`src/design/mvtc_pkg.sv`:
```
// ----------------------------------------------------------------------------
// mvtc_pkg
// shared constants, codes and control types of the multi valve timeout
// controller
// ----------------------------------------------------------------------------
package mvtc_pkg;

    // sizing
    localparam int VALVES     = 8;
    localparam int VIDX_W     = 3;
    localparam int COUNT_W    = 4;
    localparam int MAX_OPEN   = 3600;
    localparam int MS_PER_S   = 1000;
    localparam int EFF_W      = $clog2(MAX_OPEN + 1);
    localparam int MS_W       = $clog2(MAX_OPEN * MS_PER_S + 1);

    // port widths
    localparam int S_TDATA_W  = 80;
    localparam int M_TDATA_W  = 16;
    localparam int CFG_IDX_W  = 2;
    localparam int CFG_DATA_W = 16;

    // command codes
    localparam logic [2:0] OP_OPEN        = 3'd0;
    localparam logic [2:0] OP_CLOSE       = 3'd1;
    localparam logic [2:0] OP_CLOSE_ALL   = 3'd2;
    localparam logic [2:0] OP_FORCE_CLOSE = 3'd3;
    localparam logic [2:0] OP_TICK        = 3'd4;

    // status codes
    localparam logic [1:0] ST_OK        = 2'd0;
    localparam logic [1:0] ST_BAD_ID    = 2'd1;
    localparam logic [1:0] ST_ZERO_DUR  = 2'd2;
    localparam logic [1:0] ST_BATT_LOW  = 2'd3;

    // configuration register indexes
    localparam logic [CFG_IDX_W-1:0] REG_VALVE_COUNT = 2'd0;
    localparam logic [CFG_IDX_W-1:0] REG_BATT_LOCK   = 2'd1;
    localparam logic [CFG_IDX_W-1:0] REG_MAX_OPEN    = 2'd2;

    typedef enum logic [1:0] {
        S_IDLE,
        S_PREP,
        S_SCAN,
        S_EMIT
    } mvtc_state_t;

    // controller to datapath
    typedef struct packed {
        logic capture;
        logic prep;
        logic emit;
    } mvtc_cmd_t;

    // datapath to controller
    typedef struct packed {
        logic is_tick;
        logic scan_done;
        logic slot_free;
        logic multi;
    } mvtc_sts_t;

endpackage

```
`src/design/mvtc_ctrl.sv`:
```
// ----------------------------------------------------------------------------
// mvtc_ctrl
// sequencer: takes one command, prepares it, runs the deadline scan for a
// tick and then hands out one result per pulse
// ----------------------------------------------------------------------------
module mvtc_ctrl (
    input  logic              aclk,
    input  logic              aresetn,
    input  logic              s_tvalid,
    output logic              s_tready,
    input  mvtc_pkg::mvtc_sts_t sts,
    output mvtc_pkg::mvtc_cmd_t cmd
);
    import mvtc_pkg::*;

    mvtc_state_t state_reg, state_next;

    always_ff @(posedge aclk) begin
        if (!aresetn) begin
            state_reg <= S_IDLE;
        end else begin
            state_reg <= state_next;
        end
    end

    always_comb begin
        state_next  = state_reg;
        s_tready    = 1'b0;
        cmd         = '0;
        case (state_reg)
            S_IDLE: begin
                s_tready = 1'b1;
                if (s_tvalid) begin
                    cmd.capture = 1'b1;
                    state_next  = S_PREP;
                end
            end
            S_PREP: begin
                cmd.prep   = 1'b1;
                state_next = sts.is_tick ? S_SCAN : S_EMIT;
            end
            S_SCAN: begin
                if (sts.scan_done) begin
                    state_next = S_EMIT;
                end
            end
            S_EMIT: begin
                if (sts.slot_free) begin
                    cmd.emit = 1'b1;
                    if (!sts.multi) begin
                        state_next = S_IDLE;
                    end
                end
            end
            default: begin
                state_next = S_IDLE;
            end
        endcase
    end

endmodule

```
`src/design/mvtc_datapath.sv`:
```
// ----------------------------------------------------------------------------
// mvtc_datapath
// valve flags, deadline store, configuration registers, pulse mask and the
// output register
// ----------------------------------------------------------------------------
module mvtc_datapath (
    input  logic                                 aclk,
    input  logic                                 aresetn,
    input  logic [mvtc_pkg::S_TDATA_W-1:0]       s_tdata,
    output logic                                 m_tvalid,
    input  logic                                 m_tready,
    output logic [mvtc_pkg::M_TDATA_W-1:0]       m_tdata,
    output logic                                 m_tlast,
    input  logic                                 cfg_valid,
    input  logic [mvtc_pkg::CFG_IDX_W-1:0]       cfg_index,
    input  logic [mvtc_pkg::CFG_DATA_W-1:0]      cfg_data,
    input  mvtc_pkg::mvtc_cmd_t                  cmd,
    output mvtc_pkg::mvtc_sts_t                  sts
);
    import mvtc_pkg::*;

    // captured item
    logic [2:0]          op_reg;
    logic [7:0]          id_reg;
    logic [31:0]         dur_reg;
    logic [31:0]         now_reg;

    // configuration
    logic [COUNT_W-1:0]  count_reg;
    logic                lock_reg;
    logic [15:0]         max_cfg_reg;

    // valve state
    logic [VALVES-1:0]   open_reg;
    logic [31:0]         deadline_mem [VALVES];

    // per item work
    logic [EFF_W-1:0]    eff_reg;
    logic [1:0]          status_reg;
    logic [VALVES-1:0]   mask_reg;

    // scan pipeline
    logic [VIDX_W-1:0]   scan_cnt_reg;
    logic                scan_run_reg;
    logic                chk_vld_reg;
    logic [VIDX_W-1:0]   chk_idx_reg;
    logic                chk_open_reg;
    logic [31:0]         dl_rd_reg;

    // output register
    logic                out_valid_reg;
    logic [M_TDATA_W-1:0] out_data_reg;
    logic                out_last_reg;

    logic [COUNT_W-1:0]  n_act;
    logic [VALVES-1:0]   active;
    logic                id_ok;
    logic [VALVES-1:0]   id_oh;
    logic [31:0]         lim32;
    logic [EFF_W-1:0]    eff_c;
    logic [1:0]          st_c;
    logic [VALVES-1:0]   mask_c;
    logic [VALVES-1:0]   sel_oh;
    logic [VIDX_W-1:0]   sel_idx;
    logic                mask_any;
    logic [VALVES-1:0]   open_next;
    logic [MS_W-1:0]     ms_c;
    logic [31:0]         diff_c;
    logic [COUNT_W-1:0]  new_n;
    logic [COUNT_W-1:0]  clr_from;

    assign n_act = (count_reg > COUNT_W'(VALVES)) ? COUNT_W'(VALVES) : count_reg;

    always_comb begin
        for (int i = 0; i < VALVES; i++) begin
            active[i] = (COUNT_W'(i) < n_act);
        end
    end

    // open / close preparation
    assign id_ok = (id_reg < {{(8-COUNT_W){1'b0}}, n_act});
    assign id_oh = VALVES'(1) << id_reg[VIDX_W-1:0];

    always_comb begin
        if ((max_cfg_reg != 16'd0) && ({16'd0, max_cfg_reg} < dur_reg)) begin
            lim32 = {16'd0, max_cfg_reg};
        end else begin
            lim32 = dur_reg;
        end
        if (lim32 > 32'(MAX_OPEN)) begin
            eff_c = EFF_W'(MAX_OPEN);
        end else begin
            eff_c = lim32[EFF_W-1:0];
        end
    end

    always_comb begin
        st_c   = ST_OK;
        mask_c = '0;
        case (op_reg)
            OP_OPEN: begin
                if (!id_ok) begin
                    st_c = ST_BAD_ID;
                end else if (dur_reg == 32'd0) begin
                    st_c = ST_ZERO_DUR;
                end else if (lock_reg) begin
                    st_c = ST_BATT_LOW;
                end else if (!open_reg[id_reg[VIDX_W-1:0]]) begin
                    mask_c = id_oh;
                end
            end
            OP_CLOSE: begin
                if (!id_ok) begin
                    st_c = ST_BAD_ID;
                end else if (open_reg[id_reg[VIDX_W-1:0]]) begin
                    mask_c = id_oh;
                end
            end
            OP_CLOSE_ALL:   mask_c = open_reg & active;
            OP_FORCE_CLOSE: mask_c = active;
            default:        mask_c = '0;
        endcase
    end

    // lowest pending valve
    assign mask_any = (mask_reg != '0);
    assign sel_oh   = mask_reg & (~mask_reg + VALVES'(1));

    always_comb begin
        sel_idx = '0;
        for (int i = VALVES - 1; i >= 0; i--) begin
            if (mask_reg[i]) begin
                sel_idx = VIDX_W'(i);
            end
        end
    end

    always_comb begin
        if (!mask_any) begin
            open_next = open_reg;
        end else if (op_reg == OP_OPEN) begin
            open_next = open_reg | sel_oh;
        end else begin
            open_next = open_reg & ~sel_oh;
        end
    end

    assign ms_c   = MS_W'(eff_reg) * MS_W'(MS_PER_S);
    assign diff_c = now_reg - dl_rd_reg;

    assign new_n    = (cfg_data[COUNT_W-1:0] > COUNT_W'(VALVES)) ?
                      COUNT_W'(VALVES) : cfg_data[COUNT_W-1:0];
    assign clr_from = (new_n < n_act) ? new_n : n_act;

    // payload capture
    always_ff @(posedge aclk) begin
        if (cmd.capture) begin
            op_reg  <= s_tdata[2:0];
            id_reg  <= s_tdata[10:3];
            dur_reg <= s_tdata[42:11];
            now_reg <= s_tdata[74:43];
        end
        if (cmd.prep) begin
            eff_reg    <= eff_c;
            status_reg <= st_c;
        end
    end

    // configuration and valve flags
    always_ff @(posedge aclk) begin
        if (!aresetn) begin
            count_reg   <= '0;
            lock_reg    <= 1'b0;
            max_cfg_reg <= '0;
            open_reg    <= '0;
        end else begin
            if (cmd.emit) begin
                open_reg <= open_next;
            end
            if (cfg_valid) begin
                case (cfg_index)
                    REG_VALVE_COUNT: begin
                        count_reg <= cfg_data[COUNT_W-1:0];
                        for (int i = 0; i < VALVES; i++) begin
                            if (COUNT_W'(i) >= clr_from) begin
                                open_reg[i] <= 1'b0;
                            end
                        end
                    end
                    REG_BATT_LOCK: lock_reg    <= cfg_data[0];
                    REG_MAX_OPEN:  max_cfg_reg <= cfg_data;
                    default: ;
                endcase
            end
        end
    end

    // deadline store
    always_ff @(posedge aclk) begin
        if (cmd.emit && (op_reg == OP_OPEN) && (status_reg == ST_OK)) begin
            deadline_mem[id_reg[VIDX_W-1:0]] <= now_reg + 32'(ms_c);
        end
        if (scan_run_reg) begin
            dl_rd_reg <= deadline_mem[scan_cnt_reg];
        end
    end

    // tick scan and pending mask
    always_ff @(posedge aclk) begin
        if (!aresetn) begin
            scan_run_reg <= 1'b0;
            scan_cnt_reg <= '0;
            chk_vld_reg  <= 1'b0;
            mask_reg     <= '0;
        end else begin
            chk_vld_reg <= scan_run_reg;
            if (scan_run_reg) begin
                chk_idx_reg  <= scan_cnt_reg;
                chk_open_reg <= open_reg[scan_cnt_reg] & active[scan_cnt_reg];
                scan_cnt_reg <= scan_cnt_reg + VIDX_W'(1);
                if (scan_cnt_reg == VIDX_W'(VALVES - 1)) begin
                    scan_run_reg <= 1'b0;
                end
            end
            if (chk_vld_reg && chk_open_reg && !diff_c[31]) begin
                mask_reg[chk_idx_reg] <= 1'b1;
            end
            if (cmd.prep) begin
                mask_reg <= mask_c;
                if (op_reg == OP_TICK) begin
                    scan_run_reg <= 1'b1;
                    scan_cnt_reg <= '0;
                end
            end else if (cmd.emit) begin
                mask_reg <= mask_reg & ~sel_oh;
            end
        end
    end

    // output register
    always_ff @(posedge aclk) begin
        if (!aresetn) begin
            out_valid_reg <= 1'b0;
        end else if (cmd.emit) begin
            out_valid_reg <= 1'b1;
        end else if (m_tready) begin
            out_valid_reg <= 1'b0;
        end
    end

    always_ff @(posedge aclk) begin
        if (cmd.emit) begin
            if (mask_any) begin
                out_data_reg <= {1'b0, open_next & active, (op_reg == OP_OPEN),
                                 sel_idx, 1'b1, ST_OK};
                out_last_reg <= ((mask_reg & ~sel_oh) == '0);
            end else begin
                out_data_reg <= {1'b0, open_reg & active, 1'b0, {VIDX_W{1'b0}},
                                 1'b0, status_reg};
                out_last_reg <= 1'b1;
            end
        end
    end

    assign m_tvalid = out_valid_reg;
    assign m_tdata  = out_data_reg;
    assign m_tlast  = out_last_reg;

    assign sts.is_tick   = (op_reg == OP_TICK);
    assign sts.scan_done = chk_vld_reg && (chk_idx_reg == VIDX_W'(VALVES - 1));
    assign sts.slot_free = !out_valid_reg || m_tready;
    assign sts.multi     = ((mask_reg & (mask_reg - VALVES'(1))) != '0);

endmodule

```
`src/design/multi_valve_timeout_controller.sv`:
```
// ----------------------------------------------------------------------------
// multi_valve_timeout_controller
// open flags and millisecond close deadlines for up to eight valves
// ----------------------------------------------------------------------------
// usage
//  - s_ channel takes one command per transfer: open, close, close all,
//    force close all or tick, with valve id, duration and current time
//  - m_ channel returns one result per driver pulse, lowest valve first;
//    a command without a pulse returns one result carrying its status;
//    m_tlast marks the final result of a command
//  - cfg channel writes valve count, battery lockout and the open time limit;
//    cfg_ready is always high, write only while the block is idle
//  - the first result is registered after the input transfer; a tick first runs
//    its deadline scan, which reads the deadline store one valve per cycle over
//    all eight entries
//  - one command at a time; a tick adds its deadline scan before its results;
//    further results follow one per cycle while m_tready stays high
//  - s_tready is high only while the sequencer waits for a command; it may
//    take the next command while the last result still sits in m_tdata
//  - a stalled receiver holds the output register and the sequencer waits
//  - reset clears the configuration, all open flags and the sequencer
// ----------------------------------------------------------------------------
module multi_valve_timeout_controller (
    input  logic                                aclk,
    input  logic                                aresetn,
    // s_tdata: command[2:0], valve_id[10:3], duration_seconds[42:11],
    //          now_ms[74:43], zero fill[79:75]
    input  logic                                s_tvalid,
    output logic                                s_tready,
    input  logic [mvtc_pkg::S_TDATA_W-1:0]      s_tdata,
    // m_tdata: status[1:0], pulse_valid[2], pulse_valve[5:3], pulse_open[6],
    //          open_bitmap[14:7], zero fill[15]
    output logic                                m_tvalid,
    input  logic                                m_tready,
    output logic [mvtc_pkg::M_TDATA_W-1:0]      m_tdata,
    output logic                                m_tlast,
    // configuration writes
    input  logic                                cfg_valid,
    output logic                                cfg_ready,
    input  logic [mvtc_pkg::CFG_IDX_W-1:0]      cfg_index,
    input  logic [mvtc_pkg::CFG_DATA_W-1:0]     cfg_data
);
    import mvtc_pkg::*;

    mvtc_cmd_t cmd;
    mvtc_sts_t sts;

    // config writes are always accepted
    assign cfg_ready = 1'b1;

    // sequencer
    mvtc_ctrl u_ctrl (
        .aclk     (aclk),
        .aresetn  (aresetn),
        .s_tvalid (s_tvalid),
        .s_tready (s_tready),
        .sts      (sts),
        .cmd      (cmd)
    );

    // flags, deadlines, mask and output register
    mvtc_datapath u_datapath (
        .aclk      (aclk),
        .aresetn   (aresetn),
        .s_tdata   (s_tdata),
        .m_tvalid  (m_tvalid),
        .m_tready  (m_tready),
        .m_tdata   (m_tdata),
        .m_tlast   (m_tlast),
        .cfg_valid (cfg_valid),
        .cfg_index (cfg_index),
        .cfg_data  (cfg_data),
        .cmd       (cmd),
        .sts       (sts)
    );

    // one command in flight: no new transfer right after one was taken
    a_one_in_flight: assert property (@(posedge aclk) disable iff (!aresetn)
        (s_tvalid && s_tready) |=> !s_tready)
        else $error("input taken while a command is in flight");

    // a result without a pulse always closes its command
    a_nopulse_last: assert property (@(posedge aclk) disable iff (!aresetn)
        (m_tvalid && !m_tdata[2]) |-> m_tlast)
        else $error("pulse-free result not marked last");

    // an open pulse shows its valve open in the bitmap
    a_open_in_bitmap: assert property (@(posedge aclk) disable iff (!aresetn)
        (m_tvalid && m_tdata[2] && m_tdata[6]) |->
        (((m_tdata[14:7] >> m_tdata[5:3]) & 8'd1) != 8'd0))
        else $error("open pulse without bitmap bit");

    // open pulse only as a real pulse
    a_open_is_pulse: assert property (@(posedge aclk) disable iff (!aresetn)
        (m_tvalid && m_tdata[6]) |-> m_tdata[2])
        else $error("open flag on pulse-free result");

endmodule
```
`config.mk`:
```
export PLATFORM = sky130hd
export DESIGN_NAME = multi_valve_timeout_controller
export DESIGN_NICKNAME = d
export VERILOG_FILES = /design/src/design/mvtc_pkg.sv /design/src/design/mvtc_ctrl.sv /design/src/design/mvtc_datapath.sv /design/src/design/multi_valve_timeout_controller.sv
export SDC_FILE = /design/constraint.sdc
export NUM_CORES = 1
export LEC_CHECK = 0
export ABC_AREA = 1
export BUFFER_PORTS_ARGS = -buffer_cell sky130_fd_sc_hd__buf_2
export CELL_PAD_IN_SITES_DETAIL_PLACEMENT = 1
export CELL_PAD_IN_SITES_GLOBAL_PLACEMENT = 2
export CORE_MARGIN = 2
export CORE_UTILIZATION = 30
export CTS_CLUSTER_DIAMETER = 60
export CTS_CLUSTER_SIZE = 10
export DETAILED_ROUTE_END_ITERATION = 10
export MAX_ROUTING_LAYER = met4
export PLACE_DENSITY_LB_ADDON = 0.1
export SYNTH_ARGS = -nofsm -noshare
export SYNTH_HDL_FRONTEND = slang
export SYNTH_SLANG_ARGS = --single-unit
```
`constraint.sdc`:
```
create_clock -name aclk -period 6.9 [get_ports aclk]
set_input_delay 2.07 -clock aclk [delete_from_list [all_inputs] [get_ports aclk]]
set_output_delay 2.07 -clock aclk [all_outputs]
set_load 0.02 [all_outputs]
```
==> impl_results.md, run 1 <==
- Non-filler cells, final: 3201
- Multiplexer share of the synthesized area: 0%
- Clock sinks: 442
- Sequential Area: 12830 sq um
- Xor/xnor cell area share of the yosys netlist: 1.756%
- Crit path buf inv count: 7
- Slew Limit Fails: 0
- Layout cell share with drive strength beyond 1: 12.45%
- First-pass GRT wire length: 96.50 mm
- Remaining global-route overflow: 0
- Final core utilization: 35.15%
- Routed Antenna Nets: 0
- CTS tree: done
- Largest family of logic cells by synthesized area: simple AND/OR/NAND/NOR gates
- CTS clk-pin slew, worst paths: 0.06 ns
- Pre-CTS setup slack: -0.1327 ns
- Final #Nets: 2479
- Synth Area in Simple Gates: 12.49%
- Area delta synth->final: 16.50%
- Status: completed
- GRT Total Usage: 17.31%
- CTS Hold Bufs: 0
- Post-Syn Area: 21940 sq um
- Max Fclk: 155.3 MHz
- Worst Skew: 0.03420 ns
- Post-route clock period utilization: 93.30%
- Dominant register cell in the synthesized netlist: edfxtp_1
- Minimum clock period: 6.438 ns
- Adder-cell share of the synthesized area: 10.57%
- Vias in the first global route: 16380
- Endpoints failing setup: 0
- Port bufs: 115
- CTS Buffer Depth: 3
- Final WS setup: 0.4621 ns
- Drt drc: 0
- Crit path DAT: 6.81 ns
- Synth cell types: 53
- Max FO, Critical Path: 8
- Die height: 274.4 um
- Hold_ws: 0.4741 ns
- Worst EP required: 7.27 ns
- Seq/Total Area, Yosys: 58.44%
- Skew-Pair Late Insertion Delay: 0.63 ns
- Final hold viol count: 0
- Layout fillers: 8060
- Slowest stage delay, CP: 0.51 ns
- Top delay family on crit path: adder cells
- Placed cell count: 3112
- Syn_area_per_cell: 10.63 sq um
- Drt wl/cell: 19.53 um
- Hold Path Class: flip-flop to flip-flop
- Synth Net Count: 2329
- Root buf cell: clkbuf_16
- First-pass DRT Iterations: 6
- Setup crit end kind: flip-flop
- Via count: 15280
- Worst-Margin Slew: 1.155 ns
- Row Count: 99
- Vias per Instance: 4.775
- DRT iter0 DRCs: 618
- Most used cell, CP: inv_1
- Largest net degree at the start of global routing: 85
- Max FFs per register: 256
- Gate Count Post-Synth: 2064
- EDFF count, synth: 397
- Number of max-cap violations: 0
- Asr flop ratio synth: 0%
- Die width: 274.4 um
- Antenna violations before repair: 1
- Core region area: 72710 sq um
- WL final: 62.52 mm
- Warnings, synthesis: 0
- # IOs: 123
- Starting Density: 30.18%
- Critical Path Start Type: flip-flop
- CP max stage cell: fa_1
- Gp weighted congestion: 0.8149
- Critical path class: flip-flop to flip-flop
- Compound-cell area share of the yosys netlist: 11.19%
- Multi-input gate area in the final layout: 8024 sq um
- Die area: 75320 sq um
- Post-DP HPWL: 42.54 mm
- Slew headroom: 22.76%
- CTS Buf Count: 56
- CTS H-tree depth: 2
- Synth Register Bits: 442
cells in the mapped netlist, types with 13 or more instances:
library cell	instances	area (sq um)
a21oi_1	101	505.5
a31oi_1	42	262.8
clkbuf_1	60	225.2
dfxtp_1	45	900.9
edfxtp_1	397	11920
fa_1	39	780.8
ha_1	123	1539
inv_1	244	915.9
nand2_1	204	765.7
nand3_1	49	245.2
nand4_1	16	100.1
nor2_1	332	1246
nor3_1	22	110.1
nor4_1	13	81.33
o211ai_1	15	112.6
o21ai_0	201	1006
o22ai_1	34	212.7
xnor2_1	22	192.7
xor2_1	22	192.7
kinds of logic (layout without fill, tap and decap cells):
family,count (synthesis),count (layout)
and+or+nand+nor,659,659
DFF,442,442
xor gates and xnor gates,44,44
buffers and inverters,316,493
adders and majority gates,162,162
other,2,3
AOI/OAI and AO/OA,439,439
worst paths after layout:
path / end / start / slack (ns) / cells after the start
worst min-delay path: u_datapath.scan_cnt_reg[0] / u_datapath.scan_run_reg / 0.47 / 2
worst max register to register: u_datapath.deadline_mem[6][29] / u_datapath.eff_reg[5] / 0.46 / 25
worst min register to register: u_datapath.scan_cnt_reg[0] / u_datapath.scan_run_reg / 0.47 / 2
worst max-delay path: u_datapath.deadline_mem[6][29] / u_datapath.eff_reg[5] / 0.46 / 25
layer usage:
| metal | wire length [um] | vias up | global-route usage, % |
|---|---|---|---|
| li1 | - | 7470 | - |
| met1 | 27910 | 7565 | 21.33 |
| met2 | 31510 | 171 | 29.99 |
| met3 | 1818 | 78 | 2.548 |
| met4 | 1279 | 0 | 3.847 |
| met5 | 0 | - | - |
metrics by stage:
step	cell area, sq um	TNS [ns]
finish	25560	0
global route	25560	-0.07715
CTS	25500	0
detailed placement	23830	-1.167
global placement	23830	0
floorplan	21940	0
worst reg2reg max path: cells and delay by family, from the launching register on:
| family | cells | cell delay [ns] |
|---|---|---|
| buf+inv | 7 | 0.79 |
| flops | 1 | 0.43 |
| fa+ha+maj | 6 | 2.66 |
| compound gates | 10 | 1.84 |
| xor+xnor | 2 | 0.45 |
layout by cell type, fill, tap and decap left out, types with 44 or more instances in the layout:
cell	Yosys	layout
nor2_1	332	323
buf_2	1	115
nand3_1	49	48
clkbuf_16	0	56
a21oi_1	101	101
buf_4	3	44
edfxtp_1	397	397
nand2_1	204	204
inv_1	244	241
ha_1	123	123
o21ai_0	201	198
cell type report:
| type | count | share of cell area (%) |
|---|---|---|
| Sequential cell | 442 | 50.19 |
| Multi-Input combinational cell | 1306 | 31.39 |
| Clock buffer | 69 | 5.712 |
| Tap cell | 959 | 4.694 |
| Inverter | 249 | 3.676 |
| Timing Repair Buffer | 159 | 3.544 |
| Clock inverter | 16 | 0.7832 |
| Antenna cell | 1 | 0.009790 |
what timing repair did:
action,CTS,global route
endpoints found under the setup margin,16,72
buffers inserted,0,3
pin swaps,0,1
hold endpoints to repair,0,0
gates resized for setup,2,8
Power of run 1 is not shown: default switching activity piles up to over one toggle a cycle in this logic, so the estimate is an artifact.
==> inputs of run 2 (changes only) <==
==> constraint.sdc (replaced) <==
create_clock -name aclk -period 6.9 [get_ports aclk]
set_input_delay 0.69 -clock aclk [delete_from_list [all_inputs] [get_ports aclk]]
set_output_delay 0.69 -clock aclk [all_outputs]
set_load 0.02 [all_outputs]
==> run 2 against run 1 <==
  * Final cell count is 0.12% lower
  * Critical path depth decreased by 2
  * Routed wire length rose by 1.0%
  * Via count rose by 0.44%
  * Utilization about the same
  * Critical path type unchanged
  * Highest routed layer unchanged
==> impl_results.md, run 2 (synthesis results as in run 1) <==
- Status: completed
- Via count: 15350 (+0.44%)
- Reg2reg setup slack: 0.43 ns (-0.03 ns)
- Starting Density: 30.18% (unchanged)
- Max Fclk: 154.6 MHz (-0.46%)
- Worst Skew: 0.06531 ns (+0.03112 ns)
- First-pass DRT Iterations: 5 (-1)
- Drt drc: 0 (unchanged)
- Endpoints failing setup: 0 (unchanged)
- Routed Antenna Nets: 0 (unchanged)
- DRT iter0 DRCs: 657 (+6.3%)
- Clock sinks: 442 (unchanged)
- Post-route clock period utilization: 93.73% (+0.43 points)
- Commonest non-fill, non-tap cell in the layout: edfxtp_1
- Minimum clock period: 6.467 ns (+0.02963 ns)
- Number of max-cap violations: 0 (unchanged)
- R2R Path Start: u_datapath.eff_reg[1]
- Setup crit end kind: flip-flop
- Area delta synth->final: 16.54% (about the same)
- Die width: 274.4 um (unchanged)
- Gp weighted congestion: 0.8270 (+1.5%)
- Crit path DAT: 6.85 ns (+0.04 ns)
- CTS tree: done
- Root buf cell: clkbuf_16
- Final WS setup: 0.4325 ns (-0.02963 ns)
- Remaining global-route overflow: 0 (unchanged)
- Port bufs: 115 (unchanged)
- Slew Limit Fails: 0 (unchanged)
- Die area: 75320 sq um (unchanged)
- GRT Total Usage: 17.61% (+0.30 points)
- Vias in the first global route: 16550 (+1.0%)
- Max FFs per register: 256 (unchanged)
- Post-DP HPWL: 43.60 mm (+2.5%)
- R2R Path End: u_datapath.deadline_mem[4][31]
- CTS Buf Count: 56 (unchanged)
- Worst-Margin Slew: 1.067 ns (-0.08848 ns)
- First-pass GRT wire length: 97.52 mm (+1.1%)
- CTS H-tree depth: 2 (unchanged)
- Vias per Instance: 4.802 (+0.56%)
- Row Count: 99 (unchanged)
- CTS Buffer Depth: 3 (unchanged)
- CTS clk-pin slew, worst paths: 0.05 ns (about the same)
- Final #Nets: 2469 (-0.40%)
- Layout cell share with drive strength beyond 1: 11.98% (-0.47 points)
- Drt wl/cell: 19.76 um (+1.2%)
- Skew-Pair Late Insertion Delay: 0.65 ns (+0.02 ns)
- Worst Setup EP: u_datapath.deadline_mem[4][31]
- # IOs: 123 (unchanged)
- Slew headroom: 28.79% (+6.0 points)
- Worst EP required: 7.28 ns (about the same)
- Max FO, Critical Path: 8 (unchanged)
- Hold_ws: 0.2099 ns (-0.2641 ns)
- Critical path launch point: u_datapath.eff_reg[1]
- Critical Path Start Type: flip-flop
- Final hold viol count: 0 (unchanged)
- WL final: 63.16 mm (+1.0%)
- Pre-CTS setup slack: -0.1014 ns (+0.03133 ns)
- Largest net degree at the start of global routing: 81 (-4.7%)
- Hold Path Class: primary input to flip-flop
- Antenna violations before repair: 1 (unchanged)
- Reg2reg path depth: 23 (-8.0%)
- Critical path class: flip-flop to flip-flop
- Die height: 274.4 um (unchanged)
- Most frequent cells in the layout: edfxtp_1 (397), nor2_1 (323), inv_1 (241)
- Core region area: 72710 sq um (unchanged)
run 2: worst max-delay path, stage by stage, from the launching register on:
cell and delay (ns):
edfxtp_1 0.48, fa_1 0.54, fa_1 0.53, inv_1 0.05
fa_1 0.47, fa_1 0.52, inv_1 0.04, ha_1 0.34
inv_1 0.06, o31ai_1 0.30, inv_1 0.09, o221ai_1 0.25
a21boi_0 0.21, o21ai_1 0.25, a21oi_1 0.11, xor2_1 0.19
ha_1 0.37, nand2_1 0.10, nor3_2 0.20, nand4_1 0.14
nand3_2 0.18, and3_1 0.24, nand4_1 0.28, xnor2_4 0.27
run 2: what timing repair did:
action,in CTS,in global routing
pin swaps,0,3
buffers inserted,0,3
hold buffers,0,0
endpoints found under the setup margin,8,56
resized for setup,1,9
run 2: layout make-up:
type                    instances  area, sq um
multi-input cells            1306         8024
flip-flops and latches        442        12830
inverters                     249        939.7
fillers                      8042        47140
diodes                          1        2.502
clock buffers                  73         1465
repair buffers                149        830.8
well taps                     959         1200
clock inverters                18        280.3
run 2: through the flow:
| step | utilization [%] | area (sq um) | instances | setup TNS, ns |
|---|---|---|---|---|
| 2_1_floorplan | - | 21940 | 2064 | 0 |
| 4_1_cts | 35.08 | 25510 | 3193 | 0 |
| 3_3_place_gp | 32.67 | 23750 | 3102 | 0 |
| 6_report | 35.17 | 25570 | 3197 | 0 |
| 5_1_grt | 35.17 | 25570 | 3197 | -0.5035 |
| 3_5_place_dp | 32.67 | 23750 | 3102 | -0.8100 |
run 2: layer usage:
layer	track usage [%]	vias to the layer above	wire (um)
met5	-	-	0
met4	4.348	0	1376
met3	2.724	90	2114
met2	30.19	220	31610
met1	21.72	7592	28060
li1	-	7449	-
run 2: how the worst min path moves through the flow:
stage	start	endpoint	slack (ns)	cells past startpoint
after floorplan	u_datapath.max_cfg_reg[0]	u_datapath.max_cfg_reg[0]	0.45	2
after global placement	u_datapath.scan_run_reg	u_datapath.scan_cnt_reg[0]	0.47	2
after detailed placement	u_datapath.scan_run_reg	u_datapath.scan_cnt_reg[0]	0.47	2
after CTS	s_tdata[74]	u_datapath.now_reg[31]	0.16	1
after global routing	s_tdata[74]	u_datapath.now_reg[31]	0.16	1
final	s_tdata[74]	u_datapath.now_reg[31]	0.21	1
Power of run 2 is left out for the same reason.
